--- src/gated_gravity_force_top_assert.svh ---
// assertion macros for the gravity force block
`ifndef GATED_GRAVITY_FORCE_TOP_ASSERT_SVH
`define GATED_GRAVITY_FORCE_TOP_ASSERT_SVH

// same-cycle implication
`define GGF_ASSERT_IMP(lbl, ante, cons, msg) \
  lbl: assert property (@(posedge clk_i) disable iff (!rst_ni) (ante) |-> (cons)) \
    else $error(msg);

// next-cycle implication
`define GGF_ASSERT_NXT(lbl, ante, cons, msg) \
  lbl: assert property (@(posedge clk_i) disable iff (!rst_ni) (ante) |=> (cons)) \
    else $error(msg);

`endif

--- src/ggf_pkg.sv ---
// types, constants and latencies shared by the gravity force block
package ggf_pkg;

  localparam int unsigned MIN_DISTANCE_DEF = 5;
  localparam int unsigned MAX_DISTANCE_DEF = 25;

  localparam int unsigned ADDR_W = 5;
  localparam int unsigned DATA_W = 32;

  localparam int unsigned FRONT_LAT = 3;
  localparam int unsigned SQ_BITS   = 24;
  localparam int unsigned SQ_STEPS  = 4;
  localparam int unsigned SQ_STAGES = SQ_BITS / SQ_STEPS;
  localparam int unsigned DIV_BITS  = 32;
  localparam int unsigned DIV_STEPS = 2;
  localparam int unsigned DIV_STAGES = DIV_BITS / DIV_STEPS;
  localparam int unsigned DIV_LAT   = DIV_STAGES + 1;
  localparam int unsigned TOTAL_LAT = FRONT_LAT + SQ_STAGES + 2 + DIV_LAT + 1;

  typedef enum logic [2:0] {
    REG_AX = 3'd0,
    REG_AY = 3'd1,
    REG_FR = 3'd2,
    REG_G  = 3'd3,
    REG_M  = 3'd4
  } ggf_reg_e;

  typedef struct packed {
    logic signed [15:0] particle_x;
    logic signed [15:0] particle_y;
    logic [9:0]         particle_radius;
    logic [7:0]         particle_mass;
  } particle_t;

  typedef struct packed {
    logic signed [31:0] force_x;
    logic signed [31:0] force_y;
    logic               inside_field;
  } force_t;

  typedef struct packed {
    logic [11:0] attractor_x;
    logic [11:0] attractor_y;
    logic [12:0] field_radius;
    logic [7:0]  gravity_constant;
    logic [7:0]  attractor_mass;
  } cfg_t;

  typedef struct packed {
    logic [23:0] c2;
    logic [39:0] prodx;
    logic [39:0] prody;
    logic        negx;
    logic        negy;
    logic        in_field;
    logic        zero;
  } sq_side_t;

  typedef struct packed {
    logic negx;
    logic negy;
    logic in_field;
    logic zero;
  } flags_t;

endpackage

--- src/ggf_regs.sv ---
// configuration register file on the apb-style port
module ggf_regs (
  input  logic                         clk_i,
  input  logic                         rst_ni,
  input  logic                         psel,
  input  logic                         penable,
  input  logic                         pwrite,
  input  logic [ggf_pkg::ADDR_W-1:0]   paddr,
  input  logic [ggf_pkg::DATA_W-1:0]   pwdata,
  output logic [ggf_pkg::DATA_W-1:0]   prdata,
  output logic                         pready,
  output ggf_pkg::cfg_t                cfg_o
);
  import ggf_pkg::*;

  cfg_t     cfg_q, cfg_d;
  ggf_reg_e idx;
  logic     wr;

  assign idx    = ggf_reg_e'(paddr[4:2]);
  assign wr     = psel && penable && pwrite;
  assign pready = 1'b1;
  assign cfg_o  = cfg_q;

  always_comb begin
    cfg_d = cfg_q;
    if (wr) begin
      unique case (idx)
        REG_AX:  cfg_d.attractor_x      = pwdata[11:0];
        REG_AY:  cfg_d.attractor_y      = pwdata[11:0];
        REG_FR:  cfg_d.field_radius     = pwdata[12:0];
        REG_G:   cfg_d.gravity_constant = pwdata[7:0];
        REG_M:   cfg_d.attractor_mass   = pwdata[7:0];
        default: cfg_d = cfg_q;
      endcase
    end
  end

  always_comb begin
    unique case (idx)
      REG_AX:  prdata = {20'b0, cfg_q.attractor_x};
      REG_AY:  prdata = {20'b0, cfg_q.attractor_y};
      REG_FR:  prdata = {19'b0, cfg_q.field_radius};
      REG_G:   prdata = {24'b0, cfg_q.gravity_constant};
      REG_M:   prdata = {24'b0, cfg_q.attractor_mass};
      default: prdata = '0;
    endcase
  end

  always_ff @(posedge clk_i or negedge rst_ni) begin
    if (!rst_ni) begin
      cfg_q.attractor_x      <= 12'd0;
      cfg_q.attractor_y      <= 12'd0;
      cfg_q.field_radius     <= 13'd0;
      cfg_q.gravity_constant <= 8'd5;
      cfg_q.attractor_mass   <= 8'd20;
    end else begin
      cfg_q <= cfg_d;
    end
  end

endmodule

--- config.mk ---
export PLATFORM = sky130hd
export DESIGN_NAME = ggf_regs
export DESIGN_NICKNAME = d
export VERILOG_FILES = /design/src/gated_gravity_force_top_assert.svh /design/src/ggf_pkg.sv /design/src/ggf_regs.sv
export SDC_FILE = /design/constraint.sdc
export NUM_CORES = 1
export LEC_CHECK = 0
export BUFFER_PORTS_ARGS = -buffer_cell sky130_fd_sc_hd__buf_4
export CORE_AREA = 2 2 81 83
export DETAILED_ROUTE_END_ITERATION = 12
export DIE_AREA = 0 0 83 85
export PLACE_DENSITY = 0.81
export SYNTH_ARGS = -nofsm -noshare
export SYNTH_HDL_FRONTEND = slang
export SYNTH_SLANG_ARGS = --single-unit
--- constraint.sdc ---
create_clock -name clk_i -period 2.05 [get_ports clk_i]
set_input_delay 0.41 -clock clk_i [delete_from_list [all_inputs] [get_ports clk_i]]
set_output_delay 0.41 -clock clk_i [all_outputs]
set_load 0.005 [all_outputs]
==> flow_summary.yaml <==
cells_and_area:
  fin_nets: 340
  fillCellCount: 520
  drive_above_1_share_pct: 60.2
  diodes: 0
  fin_area_sq_um: 3480
  largest_reg_flops: 53
  area_delta_synth_final_pct: 30.2
critical_path:
  crit_family: "buffers and inverters"
  slowest_delay_ns: 0.27
  rr_endpoint: "cfg_o[23]$_DFFE_PN0P_"
  path_cells: "buf_4, nand2b_1, buf_4, nor2_1, a221o_1, buf_4"
  path_class: "input port to output port"
  worstPathRequired_ns: 1.64
  ff2ff_path_depth: 1
  end_kind: "output port"
  cpMaxStageDelayCell: "a221o_1"
  start_kind: "input port"
  cp_max_fo: 18
  r2r_start: "cfg_o[23]$_DFFE_PN0P_"
  cp_num_buf_inv: 3
  cpMostUsedCell: "buf_4"
  worstPathArrival_ns: 1.53
  r2r_setup_slack_ns: 1.25
job:
  cap_violations: 0
synthesis:
  yosysSeqAreaShare_pct: 49.8
  async_reset_ff_share_pct: 100
  yosys_warnings: 0
  synth-seq-cells: 53
  synth-main-ff-cell: "dfrtp_1"
  syn_area_sq_um: 2670
  synth_area_per_cell_sq_um: 13.2
  ys_types: 30
  synth_edf_count: 0
  netlist_instances: 202
power_and_ir_drop:
  internal_power_w: 0.00205
  switching_share_pct: 28.6
  p_clk_share_pct: 21.5
  leakagePower_nw: 1.74
  vdd_drop_max_mv: 0.531
  p_per_area_nw_per_um2: 824
  switching_power_w: 0.000821
  p_comb_share_pct: 29.0
  power_frac_seq_pct: 49.5
floorplan:
  core_sq_um: 6200
  die_x_microns: 83
  fp.dieH_microns: 85
  placementRows: 29
  ios: 128
  initial_core_util_pct: 43.1
  die_area_sq_um: 7060
place:
  io_buffers: 86
  hpwl_microns: 4580
  place_area_sq_um: 3390
  routabilityCongestion: 0.761
clock_network:
  clkSinkCount: 53
  clk_pin_slew_ns: 0.10
  cts_resized: 0
  clk_latency_ns: 0.31
  hold_buffers: 0
  clock-root-buffer: "clkbuf_8"
  htree_levels: 2
  clk_path_buf_depth: 2
  cts_setup_buffers: 0
  cts_tree: "yes"
  numCtsBuffers: 5
drt:
  ant_nets: 0
  wl_microns: 6320
  drtIter0Drc: 102
  vias_per_cell: 5.03
  first_pass_iters: 4
  drc: 0
  wl_per_cell_microns: 16.8
  num_vias: 1893
sta:
  period_share_pct: 94.6
  slew-limit-headroom_pct: 56.1
  setup_tns_ns: 0
  hold_viol_final: 0
  fmax_ghz: 0.516
  fin_crit_ns: 1.94
  finClkSkew_ns: 0
  tightest_slew_ns: 0.659
  rsz0062_at_grt: "no"
  setup_viol: 0
  slew_viol_final: 0
grt:
  antenna_found_initial: 0
  grt_max_degree: 54
  grt_pass1_wl_microns: 10300
  overflow: 0
  first_global_vias: 1958
  track_usage_pct: 18.3
outcome:
  status: "finished clean"
min_path:
  min_path_type: "input port to asynchronous set/reset pin"
## cell families (layout without fill, tap and decap cells)
| family | after synthesis | after routing | share of synthesized area, % |
|---|---|---|---|
| AOI/OAI and AO/OA | 13 | 13 | 3.79 |
| buffers and inverters | 29 | 108 | 8.00 |
| DFF | 53 | 53 | 49.8 |
| muxes | 72 | 72 | 29.7 |
| other | 2 | 20 | 0.281 |
| and+or+nand+nor | 33 | 33 | 8.42 |
## cell usage after synthesis (all sizes together), types with 4 or more instances
| cell type | number | area, sq um |
|---|---|---|
| nor2 | 11 | 51.3 |
| mux2 | 59 | 664 |
| or2 | 4 | 25.0 |
| buf | 28 | 210 |
| dfstp | 4 | 105 |
| dfrtp | 49 | 1230 |
| a21oi | 5 | 25.0 |
| mux2i | 13 | 130 |
| nand2 | 5 | 18.8 |
| a221o | 6 | 60.1 |
## cell usage in the layout, fill, tap and decap left out
cell type,netlist,final
nor3_2,1,1
and2_1,1,1
nand4b_4,1,1
nor4b_1,1,1
clkbuf_8,0,5
buf_4,23,99
clkinvlp_4,0,1
buf_12,0,1
a21oi_1,5,5
dfstp_2,4,4
nor3_4,1,1
nor3b_4,1,1
or3_1,1,1
nand2_1,5,5
a221o_1,6,6
nor2b_1,1,1
or2_2,4,4
nand4_1,1,1
nor2_1,9,9
conb_1,2,20
mux2i_1,13,13
nor2_4,1,1
a21o_1,1,1
dfrtp_1,49,49
o32ai_1,1,1
mux2_1,1,1
mux2_2,58,58
nand3b_1,2,2
inv_6,0,2
nor2_2,1,1
nand2b_1,2,2
## routing by layer
layer	vias to the layer above	global-route usage [%]	routed length [microns]
met4	0	4.77	43
met1	936	22.4	2560
met3	5	5.84	482
met5	-	0	0
li1	878	-	-
met2	74	31.6	3240
## through the flow
stage          cells  util [%]  total power [W]  setup WS [ns]  hold slack [ns]
2_1_floorplan    220         -          0.00179          0.284            0.114
3_3_place_gp     368      54.6          0.00225          0.114            0.483
3_5_place_dp     368      54.6          0.00229          0.118            0.492
4_1_cts          376      56.1          0.00291          0.112            0.147
5_1_grt          376      56.1          0.00305         0.0770            0.163
6_report         376      56.1          0.00287          0.111            0.130
## cell type report
cell class              instances  area [sq um]  share of cell area, %
flip-flops and latches         53          1330                   38.2
multi-input cells             138          1200                   34.4
repair buffers                100           763                   21.9
well taps                      77          96.3                   2.77
clock buffers                   5          68.8                   1.98
clock inverters                 3          25.0                  0.719
## power by group through the flow
stage          sequential (W)  combinational (W)  clock [W]
6_report              0.00142           0.000833   0.000616
3_5_place_dp          0.00144           0.000844          0
2_1_floorplan         0.00143           0.000359          0
3_3_place_gp          0.00143           0.000821          0
5_1_grt               0.00146           0.000904   0.000686
4_1_cts               0.00142           0.000847   0.000642
## worst max path at each step
stage | from | end | slack (ns) | depth (start not counted)
6_report | paddr[4] | prdata[7] | 0.11 | 6
5_1_grt | paddr[4] | prdata[7] | 0.08 | 6
4_1_cts | paddr[4] | prdata[7] | 0.11 | 6
3_5_place_dp | paddr[4] | prdata[7] | 0.12 | 6
3_3_place_gp | paddr[4] | prdata[3] | 0.11 | 6
2_1_floorplan | paddr[4] | prdata[2] | 0.28 | 4
No activity file was read; power rests on OpenSTA's default activity.
