===== src/gated_gravity_force_top_assert.svh =====
// assertion macros for the gravity force block
`ifndef GATED_GRAVITY_FORCE_TOP_ASSERT_SVH
`define GATED_GRAVITY_FORCE_TOP_ASSERT_SVH

// same-cycle implication
`define GGF_ASSERT_IMP(lbl, ante, cons, msg) \
  lbl: assert property (@(posedge clk_i) disable iff (!rst_ni) (ante) |-> (cons)) \
    else $error(msg);

// next-cycle implication
`define GGF_ASSERT_NXT(lbl, ante, cons, msg) \
  lbl: assert property (@(posedge clk_i) disable iff (!rst_ni) (ante) |=> (cons)) \
    else $error(msg);

`endif


===== src/ggf_pkg.sv =====
// types, constants and latencies shared by the gravity force block
package ggf_pkg;

  localparam int unsigned MIN_DISTANCE_DEF = 5;
  localparam int unsigned MAX_DISTANCE_DEF = 25;

  localparam int unsigned ADDR_W = 5;
  localparam int unsigned DATA_W = 32;

  localparam int unsigned FRONT_LAT = 3;
  localparam int unsigned SQ_BITS   = 24;
  localparam int unsigned SQ_STEPS  = 4;
  localparam int unsigned SQ_STAGES = SQ_BITS / SQ_STEPS;
  localparam int unsigned DIV_BITS  = 32;
  localparam int unsigned DIV_STEPS = 2;
  localparam int unsigned DIV_STAGES = DIV_BITS / DIV_STEPS;
  localparam int unsigned DIV_LAT   = DIV_STAGES + 1;
  localparam int unsigned TOTAL_LAT = FRONT_LAT + SQ_STAGES + 2 + DIV_LAT + 1;

  typedef enum logic [2:0] {
    REG_AX = 3'd0,
    REG_AY = 3'd1,
    REG_FR = 3'd2,
    REG_G  = 3'd3,
    REG_M  = 3'd4
  } ggf_reg_e;

  typedef struct packed {
    logic signed [15:0] particle_x;
    logic signed [15:0] particle_y;
    logic [9:0]         particle_radius;
    logic [7:0]         particle_mass;
  } particle_t;

  typedef struct packed {
    logic signed [31:0] force_x;
    logic signed [31:0] force_y;
    logic               inside_field;
  } force_t;

  typedef struct packed {
    logic [11:0] attractor_x;
    logic [11:0] attractor_y;
    logic [12:0] field_radius;
    logic [7:0]  gravity_constant;
    logic [7:0]  attractor_mass;
  } cfg_t;

  typedef struct packed {
    logic [23:0] c2;
    logic [39:0] prodx;
    logic [39:0] prody;
    logic        negx;
    logic        negy;
    logic        in_field;
    logic        zero;
  } sq_side_t;

  typedef struct packed {
    logic negx;
    logic negy;
    logic in_field;
    logic zero;
  } flags_t;

endpackage


===== src/ggf_front.sv =====
// separation, squared distance, field test, clamp and numerator products
module ggf_front #(
  parameter int unsigned MIN_DISTANCE = ggf_pkg::MIN_DISTANCE_DEF,
  parameter int unsigned MAX_DISTANCE = ggf_pkg::MAX_DISTANCE_DEF
) (
  input  logic                clk_i,
  input  logic                rst_ni,
  input  logic                valid_i,
  input  ggf_pkg::particle_t  particle_i,
  input  ggf_pkg::cfg_t       cfg_i,
  output logic                valid_o,
  output logic [31:0]         d2_o,
  output ggf_pkg::sq_side_t   side_o
);
  import ggf_pkg::*;

  localparam logic [23:0] LO2 = 24'(MIN_DISTANCE * MIN_DISTANCE);
  localparam logic [23:0] HI2 = 24'(MAX_DISTANCE * MAX_DISTANCE);

  // stage 1
  logic [16:0] dx_w, dy_w;
  logic        v1_q, negx1_q, negy1_q;
  logic [15:0] absx1_q, absy1_q;
  logic [13:0] reach1_q;
  logic [15:0] gm1_q;
  logic [7:0]  pm1_q;

  assign dx_w = {5'b0, cfg_i.attractor_x}
              - {particle_i.particle_x[15], particle_i.particle_x};
  assign dy_w = {5'b0, cfg_i.attractor_y}
              - {particle_i.particle_y[15], particle_i.particle_y};

  // stage 2
  logic        v2_q, negx2_q, negy2_q;
  logic [15:0] absx2_q, absy2_q;
  logic [31:0] sqx2_q, sqy2_q;
  logic [27:0] reach2_q;
  logic [23:0] s2_q;

  // stage 3
  logic [32:0] sum_w;
  logic [31:0] d2_w;
  logic [23:0] c2_w;
  logic        v3_q;
  logic [31:0] d2_q;
  sq_side_t    side_q;

  assign sum_w = {1'b0, sqx2_q} + {1'b0, sqy2_q};
  assign d2_w  = sum_w[31:0];

  always_comb begin
    if (d2_w > {8'b0, HI2}) begin
      c2_w = HI2;
    end else if (d2_w < {8'b0, LO2}) begin
      c2_w = LO2;
    end else begin
      c2_w = d2_w[23:0];
    end
    if (c2_w == 24'd0) begin
      c2_w = 24'd1;
    end
  end

  always_ff @(posedge clk_i or negedge rst_ni) begin
    if (!rst_ni) begin
      v1_q <= 1'b0;
      v2_q <= 1'b0;
      v3_q <= 1'b0;
    end else begin
      v1_q <= valid_i;
      v2_q <= v1_q;
      v3_q <= v2_q;
    end
  end

  always_ff @(posedge clk_i) begin
    negx1_q  <= dx_w[16];
    negy1_q  <= dy_w[16];
    absx1_q  <= dx_w[16] ? 16'(~dx_w + 17'd1) : dx_w[15:0];
    absy1_q  <= dy_w[16] ? 16'(~dy_w + 17'd1) : dy_w[15:0];
    reach1_q <= {1'b0, cfg_i.field_radius} + {4'b0, particle_i.particle_radius};
    gm1_q    <= cfg_i.gravity_constant * cfg_i.attractor_mass;
    pm1_q    <= particle_i.particle_mass;

    negx2_q  <= negx1_q;
    negy2_q  <= negy1_q;
    absx2_q  <= absx1_q;
    absy2_q  <= absy1_q;
    sqx2_q   <= absx1_q * absx1_q;
    sqy2_q   <= absy1_q * absy1_q;
    reach2_q <= reach1_q * reach1_q;
    s2_q     <= gm1_q * pm1_q;

    d2_q            <= d2_w;
    side_q.c2       <= c2_w;
    side_q.prodx    <= absx2_q * s2_q;
    side_q.prody    <= absy2_q * s2_q;
    side_q.negx     <= negx2_q;
    side_q.negy     <= negy2_q;
    side_q.in_field <= d2_w <= {4'b0, reach2_q};
    side_q.zero     <= d2_w == 32'd0;
  end

  assign valid_o = v3_q;
  assign d2_o    = d2_q;
  assign side_o  = side_q;

endmodule


===== config.mk =====
export PLATFORM = sky130hd
export DESIGN_NAME = ggf_front
export DESIGN_NICKNAME = d
export VERILOG_FILES = /design/src/gated_gravity_force_top_assert.svh /design/src/ggf_pkg.sv /design/src/ggf_front.sv
export SDC_FILE = /design/constraint.sdc
export NUM_CORES = 2
export LEC_CHECK = 0
export BUFFER_PORTS_ARGS = -buffer_cell sky130_fd_sc_hd__buf_4
export CAP_MARGIN = 20
export CORE_MARGIN = 2
export CORE_UTILIZATION = 50
export DETAILED_ROUTE_END_ITERATION = 8
export MAX_ROUTING_LAYER = met4
export PLACE_DENSITY = 0.76
export SKIP_LAST_GASP = 1
export SYNTH_ARGS = -nofsm -noshare
export SYNTH_HDL_FRONTEND = slang
export SYNTH_SLANG_ARGS = --single-unit

===== constraint.sdc =====
create_clock -name clk_i -period 8.62 [get_ports clk_i]
set_input_delay 1.724 -clock clk_i [delete_from_list [all_inputs] [get_ports clk_i]]
set_output_delay 1.724 -clock clk_i [all_outputs]
set_load 0.01 [all_outputs]

==> results.json <==
{
  "slowest_delay_ns": 1.08,
  "rsz0062_at_grt": "false",
  "grt-ovfl-total": 0,
  "path_max_fanout": 24,
  "synth-async-reset-ratio_pct": 0.833,
  "final_cell_mix": "inv_1 (1568), fa_1 (1182), nand2_1 (799)",
  "clk_latency_ns": 0.66,
  "syn_area_per_cell_um2": 9.14,
  "numCtsBuffers": 49,
  "die_w_um": 356,
  "ant_nets": 0,
  "post_cts_buffers": 0,
  "drive_above_1_share_pct": 6.25,
  "critPathBufInv": 5,
  "cts_root_buf": "clkbuf_16",
  "drc": 0,
  "wire_per_inst_um": 16.5,
  "synth_edf_count": 0,
  "core_area_um2": 122000,
  "dp.final_hpwl_mm": 118,
  "fillerInstances": 10800,
  "layoutNonFillerInstCount": 8576,
  "synthTopCellsByArea": "fa_1 (38%), ha_1 (14%), dfxtp_1 (12%)",
  "syn_inst": 6761,
  "cp_top_family": "adder cells",
  "crit_path_end_kind": "register",
  "clock_sinks": 360,
  "synthDistinctLibCells": 82,
  "rows": 128,
  "htree_levels": 2,
  "area_growth_syn_to_layout_pct": 8.63,
  "final.setup_skew_ns": 0.0332,
  "drt_wl_total_mm": 142,
  "io_pins": 247,
  "ctsHoldBuffers": 0,
  "start_kind": "register",
  "fin_crit_sh_pct": 86.9,
  "finalHoldViolations": 0,
  "ctsResizeCount": 0,
  "critPathArrivalTime_ns": 8.01,
  "first_pass_iters": 6,
  "yosys.area.top_type": "fa_1",
  "place.gp.congestion": 0.921,
  "finalInstanceArea_um2": 67100,
  "synth_top_area_share_pct": 38.3,
  "placed_cell_area_um2": 65300,
  "num_vias": 44900,
  "synth_area_um2": 61800,
  "grt_pass1_vias": 48600,
  "max_freq_mhz": 133,
  "finalSetupTns_ns": 0,
  "antenna_found_initial": 1,
  "seq_area_frac_synth_pct": 11.7,
  "finalSetupViolCount": 0,
  "grt_start_max_net_pins": 33,
  "clkTransAtPathRegs_ns": 0.06,
  "cts_tree": "built",
  "cts_buffer_depth": 3,
  "max_slew_margin_pct": 23.4,
  "worstSetupPathType": "reg -> reg",
  "via_per_inst": 5.24,
  "portBuffers": 246,
  "place_inst": 8484,
  "cp.required_ns": 9.14,
  "crit_chain": "nand2_1, fa_1, inv_1, fa_1, inv_1, fa_1, inv_1, fa_1, fa_1, inv_1, fa_1, inv_1, ha_1, nand2_1, nor2_1, nand4_1, a31o_2, o21ai_0, a41oi_1, o211ai_1, a31o_2, a21oi_1, xnor2_1",
  "cp_slowest_cell": "dfxtp_1",
  "maxCapViolations": 0,
  "nets": 8884,
  "hold_class": "reg -> reg",
  "die_h_um": 356,
  "grtUsageTotal_pct": 24.0,
  "grt_pass1_wl_mm": 238,
  "initial_core_util_pct": 50.6,
  "synth_flop_cell": "dfxtp_1",
  "drtIter0Drc": 2304,
  "status": "completed",
  "layout_commonest_cell": "inv_1",
  "maxSlewViolCount": 0,
  "synth-warning-count": 0,
  "die-area_um2": 126000,
  "worst_slew_pin_slew_ns": 1.15,
  "timing.critical_path.mode_cell": "fa_1",
  "period_needed_ns": 7.49,
  "synth_seq_cells": 360
}
[kinds of logic (layout without fill, tap and decap cells)]
logic type,Yosys count,after routing,share of synthesized area (%)
adder cells (fa/ha/maj),1867,1867,52.2
AND/OR/NAND/NOR,1851,1851,14.6
buffers and inverters,1784,1959,10.9
AO/OA/AOI/OAI,612,612,6.55
flip-flops,360,360,11.7
XOR/XNOR,275,275,3.90
multiplexers,11,11,0.188
other,1,16,0.00607
[sequential cells by signal, summed over array words and instances, names as in the netlist, 15 cells and up]
| name | count |
|---|---|
| absx1_q | 16 |
| absx2_q | 15 |
| absy1_q | 16 |
| absy2_q | 15 |
| d2_o | 32 |
| gm1_q | 16 |
| reach2_q | 27 |
| s2_q | 24 |
| side_o | 108 |
| sqx2_q | 31 |
| sqy2_q | 31 |
[worst reg2reg max path, cell delays in order (launching register included)]
cell and delay, ns:
dfxtp_1 1.08, nand2_1 0.20, fa_1 0.58, inv_1 0.06, fa_1 0.52, inv_1 0.05, fa_1 0.49, inv_1 0.05
fa_1 0.49, fa_1 0.49, inv_1 0.05, fa_1 0.47, inv_1 0.04, ha_1 0.33, nand2_1 0.09, nor2_1 0.16
nand4_1 0.13, a31o_2 0.30, o21ai_0 0.74, a41oi_1 0.33, o211ai_1 0.32, a31o_2 0.19, a21oi_1 0.07, xnor2_1 0.14
[final cells by class]
cell class              count  area [µm²]  area share, %
multi-input cells        4630       47900           71.4
flip-flops and latches    360        7220           10.8
inverters                1568        5890           8.77
repair buffers            302        2290           3.41
well taps                1625        2030           3.03
clock buffers              59        1310           1.96
clock inverters            30         459          0.684
diodes                      2        5.00        0.00746
[per-layer routing]
| metal | up-vias | wire, µm | track usage, % |
|---|---|---|---|
| met4 | 0 | 6970 | 10.4 |
| met5 | - | 0 | - |
| met3 | 343 | 7150 | 2.92 |
| met2 | 1257 | 72400 | 41.6 |
| met1 | 22600 | 55100 | 28.1 |
| li1 | 20700 | - | - |
[per-stage QoR]
| step | util (%) | worst slack [ns] | hold WS (ns) |
|---|---|---|---|
| 2_1_floorplan | - | 2.24 | 0.310 |
| 3_3_place_gp | 53.4 | 1.30 | 0.320 |
| 3_5_place_dp | 53.4 | 1.22 | 0.329 |
| 4_1_cts | 54.9 | 1.19 | 0.342 |
| 5_1_grt | 54.9 | 0.657 | 0.347 |
| 6_report | 54.9 | 1.13 | 0.336 |
[path summary, 6_finish.rpt]
| path | start | end | slack [ns] | depth (start not counted) |
|---|---|---|---|---|
| min in group asynchronous | rst_ni | valid_o | 0.86 | 1 |
| min | negy2_q | side_o[2] | 0.34 | 0 |
| max | absy2_q[1] | side_o[43] | 1.13 | 23 |
| max reg2reg | absy2_q[1] | side_o[43] | 1.13 | 23 |
| min reg2reg | negy2_q | side_o[2] | 0.34 | 0 |
| max in group asynchronous | rst_ni | v1_q | 7.67 | 1 |
[cells in the mapped netlist, types with 49 or more instances]
cell / n
fa_1: 1182
xor2_1: 76
ha_1: 685
o21ai_0: 98
inv_1: 1568
xnor2_1: 199
and2_1: 557
dfxtp_1: 357
a21oi_1: 173
nor2_1: 193
clkbuf_1: 210
nand2_1: 799
nor3_1: 49
a21o_1: 107
Power is left out: the tool's default activity adds up to more than one toggle a clock period on the data nets, which glitch-free logic cannot reach.
