### config.mk
export PLATFORM = sky130hd
export DESIGN_NAME = ggf_sqrt
export DESIGN_NICKNAME = d
export VERILOG_FILES = /design/src/gated_gravity_force_top_assert.svh /design/src/ggf_pkg.sv /design/src/ggf_sqrt.sv
export SDC_FILE = /design/constraint.sdc
export NUM_CORES = 2
export LEC_CHECK = 0
export BUFFER_PORTS_ARGS = -buffer_cell sky130_fd_sc_hd__buf_2
export CAP_MARGIN = 20
export CORE_MARGIN = 2
export CORE_UTILIZATION = 65
export CTS_CLUSTER_DIAMETER = 60
export DETAILED_ROUTE_END_ITERATION = 12
export PLACE_DENSITY = 0.85
export SLEW_MARGIN = 20
export SYNTH_ARGS = -nofsm -noshare
export SYNTH_HDL_FRONTEND = slang
export SYNTH_SLANG_ARGS = --single-unit
### constraint.sdc
create_clock -name clk_i -period 24.2 [get_ports clk_i]
set_input_delay 6.05 -clock clk_i [delete_from_list [all_inputs] [get_ports clk_i]]
set_output_delay 6.05 -clock clk_i [all_outputs]
set_load 0.01 [all_outputs]
### src/gated_gravity_force_top_assert.svh
// assertion macros for the gravity force block
`ifndef GATED_GRAVITY_FORCE_TOP_ASSERT_SVH
`define GATED_GRAVITY_FORCE_TOP_ASSERT_SVH

// same-cycle implication
`define GGF_ASSERT_IMP(lbl, ante, cons, msg) \
  lbl: assert property (@(posedge clk_i) disable iff (!rst_ni) (ante) |-> (cons)) \
    else $error(msg);

// next-cycle implication
`define GGF_ASSERT_NXT(lbl, ante, cons, msg) \
  lbl: assert property (@(posedge clk_i) disable iff (!rst_ni) (ante) |=> (cons)) \
    else $error(msg);

`endif

### src/ggf_pkg.sv
// types, constants and latencies shared by the gravity force block
package ggf_pkg;

  localparam int unsigned MIN_DISTANCE_DEF = 5;
  localparam int unsigned MAX_DISTANCE_DEF = 25;

  localparam int unsigned ADDR_W = 5;
  localparam int unsigned DATA_W = 32;

  localparam int unsigned FRONT_LAT = 3;
  localparam int unsigned SQ_BITS   = 24;
  localparam int unsigned SQ_STEPS  = 4;
  localparam int unsigned SQ_STAGES = SQ_BITS / SQ_STEPS;
  localparam int unsigned DIV_BITS  = 32;
  localparam int unsigned DIV_STEPS = 2;
  localparam int unsigned DIV_STAGES = DIV_BITS / DIV_STEPS;
  localparam int unsigned DIV_LAT   = DIV_STAGES + 1;
  localparam int unsigned TOTAL_LAT = FRONT_LAT + SQ_STAGES + 2 + DIV_LAT + 1;

  typedef enum logic [2:0] {
    REG_AX = 3'd0,
    REG_AY = 3'd1,
    REG_FR = 3'd2,
    REG_G  = 3'd3,
    REG_M  = 3'd4
  } ggf_reg_e;

  typedef struct packed {
    logic signed [15:0] particle_x;
    logic signed [15:0] particle_y;
    logic [9:0]         particle_radius;
    logic [7:0]         particle_mass;
  } particle_t;

  typedef struct packed {
    logic signed [31:0] force_x;
    logic signed [31:0] force_y;
    logic               inside_field;
  } force_t;

  typedef struct packed {
    logic [11:0] attractor_x;
    logic [11:0] attractor_y;
    logic [12:0] field_radius;
    logic [7:0]  gravity_constant;
    logic [7:0]  attractor_mass;
  } cfg_t;

  typedef struct packed {
    logic [23:0] c2;
    logic [39:0] prodx;
    logic [39:0] prody;
    logic        negx;
    logic        negy;
    logic        in_field;
    logic        zero;
  } sq_side_t;

  typedef struct packed {
    logic negx;
    logic negy;
    logic in_field;
    logic zero;
  } flags_t;

endpackage

### src/ggf_sqrt.sv
// pipelined digit-by-digit square root of d2 in q.8
module ggf_sqrt (
  input  logic               clk_i,
  input  logic               rst_ni,
  input  logic               valid_i,
  input  logic [31:0]        d2_i,
  input  ggf_pkg::sq_side_t  side_i,
  output logic               valid_o,
  output logic [23:0]        dq_o,
  output ggf_pkg::sq_side_t  side_o
);
  import ggf_pkg::*;

  logic [SQ_STAGES-1:0] v_q;
  logic [25:0]          rem_q  [SQ_STAGES];
  logic [23:0]          root_q [SQ_STAGES];
  logic [47:0]          rad_q  [SQ_STAGES];
  sq_side_t             side_q [SQ_STAGES];

  for (genvar s = 0; s < SQ_STAGES; s++) begin : g_st
    logic [25:0] rem_in, rem_nx;
    logic [23:0] root_in, root_nx;
    logic [47:0] rad_in;
    logic        v_in;
    sq_side_t    side_in;

    if (s == 0) begin : g_first
      assign rem_in  = '0;
      assign root_in = '0;
      assign rad_in  = {d2_i, 16'b0};
      assign v_in    = valid_i;
      assign side_in = side_i;
    end else begin : g_next
      assign rem_in  = rem_q[s-1];
      assign root_in = root_q[s-1];
      assign rad_in  = rad_q[s-1];
      assign v_in    = v_q[s-1];
      assign side_in = side_q[s-1];
    end

    always_comb begin
      logic [27:0] t;
      logic [27:0] trial;
      rem_nx  = rem_in;
      root_nx = root_in;
      for (int k = 0; k < SQ_STEPS; k++) begin
        t     = {rem_nx, rad_in[47-2*k -: 2]};
        trial = {2'b0, root_nx, 2'b01};
        if (t >= trial) begin
          rem_nx  = 26'(t - trial);
          root_nx = {root_nx[22:0], 1'b1};
        end else begin
          rem_nx  = 26'(t);
          root_nx = {root_nx[22:0], 1'b0};
        end
      end
    end

    always_ff @(posedge clk_i or negedge rst_ni) begin
      if (!rst_ni) begin
        v_q[s] <= 1'b0;
      end else begin
        v_q[s] <= v_in;
      end
    end

    always_ff @(posedge clk_i) begin
      rem_q[s]  <= rem_nx;
      root_q[s] <= root_nx;
      rad_q[s]  <= {rad_in[47-2*SQ_STEPS:0], {(2*SQ_STEPS){1'b0}}};
      side_q[s] <= side_in;
    end
  end

  assign valid_o = v_q[SQ_STAGES-1];
  assign dq_o    = root_q[SQ_STAGES-1];
  assign side_o  = side_q[SQ_STAGES-1];

endmodule

==> results by stage <==
CTS:
- Buffers inserted during clock tree synthesis total 86.
- After clock tree synthesis, the setup repair step added 0 buffers.
- TritonCTS built the clock tree.
- The later pin in the worst-skew pair is clocked with a latency of 670 ps.
- The number of buffers added to fix hold violations after cts is 0.
- The post-cts repair resize count is 0.
- The buffer type at the clock tree root is clkbuf_16.
- The clock transition time at the flip-flop clock pins of the worst setup and hold paths is 60 ps.
- CTS saw 915 sinks.
- The clock tree synthesis step divided the H-tree into 3 levels.
- The longest clock path from root to sink contains 3 buffers.

Cells and area:
- The proportion of layout cells with a drive suffix above 1 is 0.117.
- The area overhead of the layout relative to synthesis is 12.3%.
- The number of cells in the finished layout apart from fillers is 5,650.
- The post-layout instance area is 46,700 um^2.
- The net count of the finished layout is 5,186.

Global routing:
- The largest net degree at the start of global routing is 40.
- For met2 alone, demand over resource in global routing was 0.545.
- The layer flagged by global routing as most heavily used is met2.
- For met1 alone, demand over resource in global routing was 0.388.
- In the global route stage, overall resource usage came out at 0.310.
- For this run the aggregate overflow at the end of global routing stands at 0.
- The initial antenna violation count is 6.
- The number of global-route vias before repair was 32.5k.
- The first global-routing pass estimated 167 mm of wire.
- For this run, global-route usage on met3 was measured as 0.0402.

Setup path:
- The worst reg-to-reg setup slack is 10,120 ps.
- The stage delay of the slowest cell on the critical path is 680 ps.
- The critical path in this run is classified as reg -> reg.
- The category of the worst setup path launch point is a register.
- For the worst setup path, the data arrival time is 14,590 ps.
- The worst setup path is captured at a register.
- The largest individual stage delay along the critical path comes from the cell inv_1.
- Of all nets on the critical path, the largest fanout is 33.
- STA puts the critical path data required time at 24,710 ps.

STA:
- Summed over all failing endpoints, the final setup total negative slack is 0 ps.
- Setup violations remaining at the end of the flow were counted as 0.
- The final number of max-transition violations is 0.
- Of the available clock period, the critical path in the final layout requires 0.582.
- The minimum hold slack is 296 ps.
- The final critical path time including I/O delays and setup is 14,080 ps.
- The number of failing hold endpoints at the final stage is 0.
- The largest clock skew in the final design is 55.2 ps.
- Timing would allow up to 71.0 MHz.
- Setup repair after global routing left no endpoint under its margin.
- The worst-margin pin slew is 1050 ps.
- The worst slew margin relative to its limit is 0.295.

Detailed routing:
- The final layout contains routed wiring with a total length of 106 mm.
- The average wire per cell in the routed design is 18.7 um.
- The number of vias in the routed layout is 34.0k.
- After detailed routing, the number of remaining DRC violations is 0.
- The first-pass iteration count of the detailed router is 6.
- For this block, the initial DRC count from the detailed router was 2,898.
- After detailed routing, the number of vias per cell comes to 6.02.
- In this run the remaining antenna-violating nets after routing total 0.

Yosys:
- Yosys mapped a number of flops with a built-in enable equal to 0.
- The synthesized design contains 915 register bits.
- The compound-gate portion of the synthesized area is 0.175.
- The adder-cell area share of the yosys netlist is 0.0933.
- Of the post-synthesis cell area, the part taken by muxes is 0.0153.
- For this run, the leading register cell type out of synthesis is dfxtp_1.
- Of the total synthesized cell area, the portion taken by XOR and XNOR cells is 0.0737.
- Yosys printed 0 warnings.
- Of the total synthesized cell area, the portion taken by AND, OR, NAND and NOR gates is 0.169.
- The main combinational cell family by area after synthesis is compound AO/OA/AOI/OAI gates.
- The number of distinct library cells after synthesis is 115.
- The instance count of the mapped netlist is 4,464.
- Sorting the synthesized cells by area gives the leading types as dfxtp_1 44%, ha_1 9.2%, xnor2_1 4.8%.
- dfxtp_1 takes more of the synthesized area than any other cell.
- The area of the mapped netlist is 41,500 um^2.
- The mean post-synth cell area is 9.31 um^2.
- The area fraction of the dominant cell type after synthesis is 0.438.
- The part of the Yosys area used for sequential elements is 0.442.
- The share of async-settable or async-resettable flops after synthesis is 0.00656.

Placed design:
- The post-detailed-placement half-perimeter wirelength is 77.7 mm.
- The total of buffers placed on input and output ports is 275.
- In this run the cell area measured after placement is 43,700 um^2.
- The count of placed standard cells including taps is 5,493.
- The congestion estimate from routability-driven global placement came to 0.952.

Power:
- Summing internal, switching and leakage power gives 5250 uW.
- Summed over all cells, the static leakage comes to 0.0209 uW.
- Dividing total power by cell area gives a power density of 112 nW/um^2.
- IR analysis of the VDD net gives a maximum drop of 0.0000963 V.

Outcome:
- The flow ran to the end, and the final reports show no timing, DRC or antenna violations.

Floorplanning:
- The placement row count is 92.
- The area enclosed by the die boundary is 66,000 um^2.
- The floorplan die height is 257 um.
- The die is 257 um wide.
- The area of the placeable core is 63,100 um^2.
- The effective utilization at floorplan is 0.659.
- The top-level I/O count is 276.

Run:
- The tool flagged a number of max-cap violations equal to 0.

Worst hold path:
- The tightest min-delay check is of the reg -> reg type.
placed cells by master, fill, tap and decap left out, types with 48 or more instances in the layout:
| master | n |
|---|---|
| a21o_1 | 100 |
| a21oi_1 | 332 |
| buf_2 | 275 |
| clkbuf_16 | 88 |
| dfxtp_1 | 909 |
| ha_1 | 305 |
| inv_1 | 213 |
| nand2_1 | 344 |
| nand2b_1 | 49 |
| nand3_1 | 115 |
| nand4_1 | 55 |
| nor2_1 | 347 |
| nor3_1 | 100 |
| o21a_1 | 48 |
| o21ai_0 | 211 |
| or3_1 | 49 |
| xnor2_1 | 228 |
| xor2_1 | 120 |
cell families (layout without fill, tap and decap cells):
logic type / count (synthesis) / count (layout)
other: 1 / 7
xor gates and xnor gates: 349 / 349
muxes: 59 / 59
and+or+nand+nor: 1385 / 1385
adders and majority gates: 308 / 308
DFF: 915 / 915
AOI/OAI and AO/OA: 1113 / 1113
buffers and inverters: 334 / 668
cell usage after synthesis, drive strengths merged (8+ instances only):
cell and instances:
nor2 347, nand2 344, o31a 15, o211ai 28, and2 43, buf 49, clkbuf 62, ha 305
nand2b 49, dfxtp 909, xor2 120, a21o 100, and3 34, nand4 56, nor2b 43, o31ai 34
o21bai 45, o2111ai 16, mux2i 27, nor4b 11, a22oi 12, a211oi 48, a21oi 332, nor3b 15
xnor2 229, or4 25, o21a 48, or2 28, nor4 53, a21boi 13, o41ai 9, inv 220
mux2 32, nand4b 17, a211o 15, nand3 116, o21ai 217, a22o 8, a2111oi 21, o22ai 13
or3 50, a31oi 48, nand3b 19, nor3 107, a31o 12
registers in the layout, summed over array words and instances (netlist names):
register	count
side_q	648
rad_q	48
root_q	84
rem_q	129
g_st.v_in	5
valid_o	1
final cells by class:
cell class              count  area [um^2]
clock inverters            38          584
well taps                 846         1060
fillers                  4591        16400
flip-flops and latches    915        18300
multi-input cells        3216        21900
repair buffers            293         1510
diodes                      5         12.5
clock buffers             114         2420
inverters                 223          838
stage by stage:
step                utilization  worst slack, ps
global route              0.740             8750
CTS                       0.740            10310
finish                    0.740            10120
detailed placement        0.692            10330
global placement          0.692            10800
floorplan                     -            12030
worst max-delay path: cells and delay by family (launching register included):
family | cells | cell delay, ps
simple gates | 14 | 4770
compound gates | 17 | 4530
buf+inv | 6 | 2160
fa+ha+maj | 4 | 1530
mux | 2 | 390
flops | 1 | 370
xor+xnor | 1 | 180
metal layers:
| layer | up-vias | routed length [um] | part of all wire |
|---|---|---|---|
| met5 | - | 0 | 0 |
| met1 | 15900 | 43600 | 0.41 |
| met3 | 241 | 7010 | 0.066 |
| li1 | 16500 | - | - |
| met2 | 1368 | 51800 | 0.49 |
| met4 | 0 | 3290 | 0.031 |
path summary, 6_finish.rpt:
path | start | cells after the start | endpoint
worst min register to register | side_q[2][18] | 0 | side_q[3][18]
worst min-delay path | side_q[2][18] | 0 | side_q[3][18]
worst max-delay path | root_q[2][11] | 44 | rem_q[3][13]
worst max register to register | root_q[2][11] | 44 | rem_q[3][13]
min in group asynchronous | rst_ni | 1 | g_st[2].v_in
max in group asynchronous | rst_ni | 1 | g_st[1].v_in
report_power, final:
part | internal (uW) | switching, uW | total, uW
logic | 812 | 1260 | 2070
registers | 1660 | 117 | 1780
clock network | 805 | 598 | 1400
total | 3280 | 1970 | 5250
Note: power is estimated with default switching activity, not from simulation.
